==> src/hdl/phcr_pkg.sv <==
`timescale 1ns / 1ps
`default_nettype none

package phcr_pkg;

  // fraction bits of the fractional cube coordinates
  localparam int FRAC_BITS = 16;

  localparam int PT_W   = 32;
  localparam int PT_FRAC = 8;
  localparam int COEF_W = 30;
  localparam int INV_W  = 24;
  localparam int INV_FRAC = 16;
  localparam int RAD_W  = 15;
  localparam int OUT_W  = 16;

  // unsigned Q0.30 coefficients
  localparam logic [COEF_W-1:0] K_SQRT3_THIRD = 30'd619925131;
  localparam logic [COEF_W-1:0] K_ONE_THIRD   = 30'd357913941;
  localparam logic [COEF_W-1:0] K_TWO_THIRDS  = 30'd715827883;

  localparam int PROD_W   = PT_W + COEF_W;            // signed point * coef
  localparam int MAG_W    = PROD_W - 1;               // magnitude of that
  localparam int LO_SPLIT = 24;                       // low slice of magnitude
  localparam int HI_W     = MAG_W - LO_SPLIT;
  localparam int LO_W     = LO_SPLIT + INV_W;
  localparam int SHIFT    = PT_FRAC + COEF_W + INV_FRAC - LO_SPLIT - FRAC_BITS;
  localparam int P_W      = MAG_W - SHIFT;            // scaled magnitude
  localparam int FR_W     = P_W + 1;                  // signed fq, fr
  localparam int SUM_W    = FR_W + 1;                 // signed fq + fr
  localparam int SMAG_W   = SUM_W - 1;                // magnitude of fs
  localparam int K_W      = SMAG_W - FRAC_BITS + 1;   // rounded magnitude
  localparam int RND_W    = K_W + 1;                  // signed rounded value
  localparam int HEX_W    = RND_W + 2;                // q, r after fix-up
  localparam int DIST_W   = HEX_W + 2;                // sum of magnitudes

  localparam int NUM_STAGES = 14;

  localparam int CFG_IDX_W  = 2;
  localparam int CFG_DATA_W = INV_W;

  localparam logic [INV_W-1:0] INV_RESET = 24'd65536;
  localparam logic [RAD_W-1:0] RAD_RESET = 15'd8;

  typedef enum logic [CFG_IDX_W-1:0] {
    REG_INV_TILE_SIZE = 2'd0,
    REG_GRID_RADIUS   = 2'd1
  } cfg_reg_e;

  typedef struct packed {
    logic [K_W-1:0]       k;
    logic [FRAC_BITS-1:0] err;
  } round_t;

endpackage

`default_nettype wire

==> src/hdl/phcr_mag_round.sv <==
`timescale 1ns / 1ps
`default_nettype none

// Rounds a fixed-point magnitude half up and reports the absolute rounding error.
module phcr_mag_round import phcr_pkg::*; (
  input  wire logic [SMAG_W-1:0] mag_i,
  output round_t                 res_o
);

  logic [FRAC_BITS-1:0] frac;
  logic                 up;
  logic [FRAC_BITS-1:0] err_up;

  always_comb begin
    frac   = mag_i[FRAC_BITS-1:0];
    up     = frac[FRAC_BITS-1];
    // 1.0 - frac, frac is at least one half here
    err_up = -frac;
    res_o.k   = K_W'(mag_i[SMAG_W-1:FRAC_BITS]) + K_W'(up);
    res_o.err = up ? err_up : frac;
  end

endmodule

`default_nettype wire

==> config.mk <==
export PLATFORM = sky130hd
export DESIGN_NAME = phcr_mag_round
export DESIGN_NICKNAME = d
export VERILOG_FILES = /design/src/hdl/phcr_pkg.sv /design/src/hdl/phcr_mag_round.sv
export SDC_FILE = /design/constraint.sdc
export NUM_CORES = 1
export LEC_CHECK = 0
export BUFFER_PORTS_ARGS = -buffer_cell sky130_fd_sc_hd__buf_2
export CORE_MARGIN = 4
export CORE_UTILIZATION = 39
export DETAILED_ROUTE_END_ITERATION = 6
export PLACE_DENSITY = 0.85
export SLEW_MARGIN = 20
export SYNTH_ARGS = -nofsm -noshare
export SYNTH_HDL_FRONTEND = slang
export SYNTH_SLANG_ARGS = --single-unit
==> constraint.sdc <==
create_clock -name vclk -period 2.6
set_clock_uncertainty 0.05 [all_clocks]
set_input_delay 0.52 -clock vclk [all_inputs]
set_output_delay 0.52 -clock vclk [all_outputs]
set_load 0.01 [all_outputs]
==> flow_metrics.env, run 1 <==
export IMPL_outcome="complete, no violations"
export IMPL_vias=1524
export IMPL_clkbuf_count=0
export IMPL_ys_warn_count=0
export IMPL_p_per_area_nw_per_um2=144
export IMPL_synth_top_area_share_pct=22.7
export IMPL_worstSetupEndpointType="output pin"
export IMPL_dieArea_um2=3450
export IMPL_multi_input_area_um2=990
export IMPL_wl_mm=3.58
export IMPL_finalHoldViolCount=0
export IMPL_synth_cell_types=30
export IMPL_grt_max_degree=16
export IMPL_p_leak_nw=0.833
export IMPL_cap_violations=0
export IMPL_drtAntennaViolNets=0
export IMPL_n_antenna_cell=0
export IMPL_dr_pass1_iters=4
export IMPL_pre_cts_ws_ns=-0.0537
export IMPL_rsz0062_at_grt="true"
export IMPL_hold_depth=2
export IMPL_startpoint_type="input pin"
export IMPL_die_w_um=58.8
export IMPL_slew_headroom_pct=73.1
export IMPL_grt_pass1_wl_mm=5.57
export IMPL_regArea_um2=0
export IMPL_min_path_type="input pin to output pin"
export IMPL_io_buffers=97
export IMPL_ios=97
export IMPL_area_growth_pct=68.1
export IMPL_hpwl_mm=3.19
export IMPL_final_cell_mix="buf_2, xnor2_1, buf_4"
export IMPL_fin_util_pct=68.2
export IMPL_place_congestion=0.848
export IMPL_arrival_ns=2.00
export IMPL_track_usage_pct=19.1
export IMPL_yosysTopAreaCell="xnor2_1"
export IMPL_irDropWorstVdd_mv=0.124
export IMPL_syn_num_nets=202
export IMPL_nFillCells=238
export IMPL_setup_viol=0
export IMPL_design_seq_count=0
export IMPL_post_route_min_period_ns=2.57
export IMPL_die_y_um=58.8
export IMPL_drc=0
export IMPL_wire_per_inst_um=12.2
export IMPL_hold_buffers=0
export IMPL_drt_initial_drc_count=37
export IMPL_final_layout_size_suffix_gt1_share_pct=50.6
export IMPL_core_rowCount=18
export IMPL_slew_violations=0
export IMPL_netlist_instances=150
export IMPL_holdWs_ns=1.20
export IMPL_layout_commonest_cell="buf_2"
export IMPL_synth_area_top_cells="xnor2_1, xor2_1, nand3_1, nand2_1, nor3_1"
export IMPL_nNetsFinal=317
export IMPL_grt_pass1_vias=1379
export IMPL_antenna_found_initial=0
export IMPL_max_freq_ghz=0.389
export IMPL_coreArea_um2=2480
export IMPL_syn_area_um2=1000
export IMPL_crit_type="input pin to output pin"
export IMPL_overflow=0
export IMPL_initial_core_util_pct=40.6
export IMPL_fin_ws_ns=0.0284
export IMPL_post_cts_buffers=0
export IMPL_yosysSeqAreaShare_pct=0
export IMPL_power_mw=0.243
export IMPL_worstMarginPinSlew_ns=0.398
export IMPL_synth_area_per_cell_um2=6.70
export IMPL_required_ns=2.03
export IMPL_worstPathMaxFanout=12
export IMPL_period_share_pct=98.9
export IMPL_tns_ns=0
export IMPL_via_per_inst=5.20
## worst paths after layout
check | end | startpoint | slack [ns]
hold / removal | res_o[0] | mag_i[0] | 1.20
setup / recovery | res_o[43] | mag_i[23] | 0.03
## logic make-up (layout without fill, tap and decap cells)
kind of cell | after synthesis | count (layout) | synth area share [%]
xor gates and xnor gates | 43 | 43 | 37.5
buffers and inverters | 11 | 124 | 5.23
and+or+nand+nor | 81 | 81 | 45.6
adders and majority gates | 4 | 4 | 4.98
AOI/OAI and AO/OA | 11 | 11 | 6.72
## repair_timing
action,CTS,global route
setup endpoints to repair,5,7
pin swaps,1,0
cloned,0,0
resized for setup,4,4
## critical path, stage by stage
cell	delay, ns
buf_2	0.11
nand2_1	0.07
or4_4	0.65
nor4_2	0.33
xor2_1	0.17
buf_2	0.15
## report_power, final
group	switching [mW]	leakage, nW	internal [mW]
registers	0	0	0
logic	0.127	0.833	0.116
clock network	0	0	0
## area by class of cell
cell class / instances / share of cell area [%]
Inverter: 7 / 1.56
Multi-Input combinational cell: 139 / 58.6
Tap cell: 30 / 2.22
Timing Repair Buffer: 117 / 37.6
## through the flow
step                      std cells  area, um2
after floorplan                 150       1000
after global placement          293       1650
after detailed placement        293       1650
after CTS                       293       1670
after global routing            293       1690
final                           293       1690
## cells in the mapped netlist
master     n
o21ai_0    5
or3_1      1
nand2b_1   1
xor2_1    17
nor2_1     8
nor4_4     1
and3_2     3
nand4_1    7
nand4_2    1
a21oi_1    2
and2_2     1
and4_1     2
and3_1     1
buf_6      1
nand3_1   17
inv_1      7
o41ai_1    2
nor3_1    11
xnor2_1   26
nand2_1   15
or4_1      1
clkbuf_1   2
o31ai_1    2
ha_1       4
and2_1     1
buf_4      1
nor4_2     1
or2_2      1
or4_4      1
nor4_1     7
## routing by layer
metal / vias up / routed length [um] / GRT usage [%]
met4: 0 / 23 / 1.29
met1: 696 / 1380 / 22.7
li1: 769 / - / -
met3: 2 / 292 / 2.19
met2: 57 / 1880 / 37.5
met5: - / 0 / 0
No activity file was read; power rests on OpenSTA's default activity.
==> run 2, diff against run 1 <==
--- a/config.mk
+++ b/config.mk
@@ -10,6 +10,7 @@
 export CORE_UTILIZATION = 39
 export DETAILED_ROUTE_END_ITERATION = 6
 export PLACE_DENSITY = 0.85
+export REMOVE_ABC_BUFFERS = 1
 export SLEW_MARGIN = 20
 export SYNTH_ARGS = -nofsm -noshare
 export SYNTH_HDL_FRONTEND = slang
==> flow_metrics.env, run 2 (same netlist as run 1, synthesis figures left out) <==
export IMPL_post_cts_buffers=0
export IMPL_layout_commonest_cell="buf_2"
export IMPL_postLayoutCellArea_um2=1760
export IMPL_grt_pass1_vias=1406
export IMPL_drt_initial_drc_count=34
export IMPL_final_cell_mix="buf_2, xnor2_1, buf_4"
export IMPL_dp_cells=294
export IMPL_worstPathMaxFanout=12
export IMPL_required_ns=2.03
export IMPL_worstSetupEndpointType="output pin"
export IMPL_min_to="res_o[0]"
export IMPL_tns_ns=0
export IMPL_setup_viol=0
export IMPL_min_delay_start="mag_i[0]"
export IMPL_fin_ws_ns=0.0320
export IMPL_pre_cts_ws_ns=-0.0482
export IMPL_nNetsFinal=318
export IMPL_clkbuf_count=0
export IMPL_regArea_um2=0
export IMPL_fin_util_pct=71.0
export IMPL_period_share_pct=98.8
export IMPL_grt_max_degree=16
export IMPL_cap_violations=0
export IMPL_outcome="complete, no violations"
export IMPL_max_freq_ghz=0.389
export IMPL_antenna_found_initial=0
export IMPL_grt_pass1_wl_mm=5.71
export IMPL_post_route_min_period_ns=2.57
export IMPL_startpoint_type="input pin"
export IMPL_ios=97
export IMPL_overflow=0
export IMPL_slew_headroom_pct=74.2
export IMPL_via_per_inst=5.05
export IMPL_wire_per_inst_um=12.7
export IMPL_track_usage_pct=19.8
export IMPL_dieArea_um2=3450
export IMPL_wl_mm=3.75
export IMPL_dpl_cell_area_um2=1660
export IMPL_core_rowCount=18
export IMPL_hpwl_mm=3.15
export IMPL_io_buffers=97
export IMPL_vias=1486
export IMPL_p_per_area_nw_per_um2=143
export IMPL_irDropWorstVdd_mv=0.123
export IMPL_final_layout_size_suffix_gt1_share_pct=53.4
export IMPL_p_leak_nw=0.855
export IMPL_drtAntennaViolNets=0
export IMPL_stdcell_count=294
export IMPL_min_path_type="input pin to output pin"
export IMPL_rsz0062_at_grt="true"
export IMPL_n_antenna_cell=0
export IMPL_die_w_um=58.8
export IMPL_area_growth_pct=75.1
export IMPL_worstMarginPinSlew_ns=0.386
export IMPL_finalHoldViolCount=0
export IMPL_die_y_um=58.8
export IMPL_slew_violations=0
export IMPL_crit_type="input pin to output pin"
export IMPL_dr_pass1_iters=4
export IMPL_arrival_ns=2.00
export IMPL_hold_depth=2
export IMPL_initial_core_util_pct=40.6
export IMPL_coreArea_um2=2480
export IMPL_design_seq_count=0
export IMPL_drc=0
export IMPL_place_congestion=0.839
[run 2: cell types whose count changed in the layout (fill, tap and decap cells not counted), moves of 4 or more]
cell	before	now
buf_4	20	26
nor3_2	1	5
nor3_1	10	6
buf_2	97	92
[run 2: stage by stage]
stage | power (mW) | hold slack (ns)
global route | 0.277 | 1.22
floorplan | 0.102 | 0.990
detailed placement | 0.242 | 1.20
finish | 0.251 | 1.20
global placement | 0.238 | 1.20
CTS | 0.244 | 1.20
[run 2: critical path, stage by stage]
cell and delay, ns:
buf_2 0.10, nand4_1 0.16, or4_4 0.58, nor4_2 0.34, xor2_1 0.16, buf_2 0.14
[run 2: final cells by class]
| cell class | instances | area, um2 |
|---|---|---|
| timing repair buffer | 118 | 656 |
| fill | 229 | 718 |
| tap | 30 | 37.5 |
| multi-input combinational | 139 | 1040 |
| inverter | 7 | 26.3 |
[run 2: timing repair]
action,in CTS,in global routing
hold buffers,0,0
pin swaps,1,5
resized for setup,3,19
endpoints found under the setup margin,3,18
[run 2: power by group]
part	switching, mW	internal (mW)	leakage, nW
Combinational	0.132	0.119	0.855
Clock	0	0	0
Sequential	0	0	0
Total	0.132	0.119	0.855
[run 2: worst max path at each step]
stage | startpoint | cells after the start | endpoint | slack, ns
floorplan | mag_i[24] | 4 | res_o[43] | 0.14
global placement | mag_i[24] | 6 | res_o[43] | -0.01
detailed placement | mag_i[19] | 6 | res_o[43] | -0.05
CTS | mag_i[24] | 6 | res_o[43] | -0.01
global route | mag_i[15] | 8 | res_o[46] | -0.02
finish | mag_i[22] | 6 | res_o[43] | 0.03
[run 2: routing by layer]
layer  vias to the layer above  global-route usage [%]  routed length [um]  part of all wire (%)
met1                       651                    23.1                1380                    37
met4                         0                   0.324                   0                     0
li1                        767                       -                   -                     -
met5                         -                       0                   0                     0
met2                        68                    38.8                2000                    53
met3                         0                    3.95                 364                   9.7
==> run 3, diff against run 2 <==
--- a/config.mk
+++ b/config.mk
@@ -10,8 +10,8 @@
 export CORE_UTILIZATION = 39
 export DETAILED_ROUTE_END_ITERATION = 6
 export PLACE_DENSITY = 0.85
+export RECOVER_POWER = 25
 export REMOVE_ABC_BUFFERS = 1
-export SLEW_MARGIN = 20
 export SYNTH_ARGS = -nofsm -noshare
 export SYNTH_HDL_FRONTEND = slang
 export SYNTH_SLANG_ARGS = --single-unit
==> flow_metrics.env, run 3 (same netlist as run 1, synthesis figures left out) <==
export IMPL_outcome="complete, no violations"
export IMPL_slowest_stage="or4_4"
export IMPL_crit_start="mag_i[22]"
export IMPL_cap_violations=0
export IMPL_nFillCells=229
export IMPL_finalHoldViolCount=0
export IMPL_die_y_um=58.8
export IMPL_hold_buffers=0
export IMPL_design_seq_count=0
export IMPL_post_cts_buffers=0
export IMPL_drc=0
export IMPL_grt_pass1_wl_mm=5.71
export IMPL_crit_family="simple AND/OR/NAND/NOR gates"
export IMPL_ios=97
export IMPL_worstSetupEndpointType="output pin"
export IMPL_antenna_found_initial=0
export IMPL_dieArea_um2=3450
export IMPL_final_cell_mix="buf_2, xnor2_1, buf_4"
export IMPL_grt_pass1_vias=1406
export IMPL_irDropWorstVdd_mv=0.121
export IMPL_area_growth_pct=74.1
export IMPL_via_per_inst=5.05
export IMPL_fin_util_pct=70.6
export IMPL_critPathMaxStageDelay_ns=0.58
export IMPL_crit_top_cell="buf_2"
export IMPL_max_freq_ghz=0.389
export IMPL_min_path_type="input pin to output pin"
export IMPL_fin_ws_ns=0.0320
export IMPL_min_delay_start="mag_i[0]"
export IMPL_setup_viol=0
export IMPL_drtAntennaViolNets=0
export IMPL_n_antenna_cell=0
export IMPL_slew_violations=0
export IMPL_post_route_min_period_ns=2.57
export IMPL_period_share_pct=98.8
export IMPL_p_leak_nw=0.832
export IMPL_nNetsFinal=318
export IMPL_hpwl_mm=3.15
export IMPL_regArea_um2=0
export IMPL_layout_commonest_cell="buf_2"
export IMPL_grt_max_degree=16
export IMPL_place_congestion=0.839
export IMPL_worstMarginPinSlew_ns=0.386
export IMPL_p_per_area_nw_per_um2=142
export IMPL_initial_core_util_pct=40.6
export IMPL_dr_pass1_iters=4
export IMPL_arrival_ns=2.00
export IMPL_vias=1486
export IMPL_wl_mm=3.75
export IMPL_core_rowCount=18
export IMPL_pre_cts_ws_ns=-0.0482
export IMPL_final_layout_size_suffix_gt1_share_pct=50.4
export IMPL_io_buffers=97
export IMPL_rsz0062_at_grt="true"
export IMPL_wire_per_inst_um=12.7
export IMPL_coreArea_um2=2480
export IMPL_drt_initial_drc_count=49
export IMPL_startpoint_type="input pin"
export IMPL_clkbuf_count=0
export IMPL_required_ns=2.03
export IMPL_overflow=0
export IMPL_die_w_um=58.8
export IMPL_worstPathMaxFanout=12
export IMPL_crit_chain="buf_2 > nand4_1 > or4_4 > nor4_2 > xor2_1 > buf_2"
export IMPL_crit_type="input pin to output pin"
export IMPL_slew_headroom_pct=74.2
export IMPL_track_usage_pct=19.8
export IMPL_crit_buf_inv=2
[run 3: changes by cell type in the layout (fill, tap and decap cells not counted), sizes merged]
cell,change
clkbuf,+8
buf,-8
[run 3: power by group]
part           total (mW)  switching, mW  leakage, nW  internal, mW
clock network           0              0            0             0
logic               0.249          0.132        0.832         0.116
registers               0              0            0             0
total               0.249          0.132        0.832         0.116
[run 3: final timing paths]
kind                  slack, ns  cells past startpoint         to
worst min-delay path       1.22                      2   res_o[0]
worst max-delay path       0.03                      6  res_o[43]
[run 3: final cells by class]
cell class	count	area (um2)	share of cell area, %
Multi-Input combinational cell	139	1040	59.4
Timing Repair Buffer	118	646	36.9
Inverter	7	26.3	1.50
Tap cell	30	37.5	2.15
[run 3: routing by layer]
metal | share of wire (%) | up-vias | GRT usage, %
met2 | 53 | 68 | 38.8
met4 | 0 | 0 | 0.324
met3 | 9.9 | 0 | 3.95
li1 | - | 767 | -
met1 | 37 | 651 | 23.1
met5 | 0 | - | 0
[run 3: timing repair]
| item | CTS | global route |
|---|---|---|
| pin swaps | 1 | 5 |
| resized for setup | 3 | 19 |
| setup endpoints to repair | 3 | 18 |
[run 3: stage by stage]
step           setup TNS (ns)  hold slack (ns)  instance area [um2]  power [mW]  cells
2_1_floorplan               0            0.990                  978       0.102    146
3_3_place_gp          -0.0165             1.20                 1660       0.238    294
3_5_place_dp           -0.103             1.20                 1660       0.242    294
4_1_cts               -0.0178             1.20                 1670       0.244    294
5_1_grt               -0.0900             1.23                 1750       0.274    294
6_report                    0             1.22                 1750       0.249    294
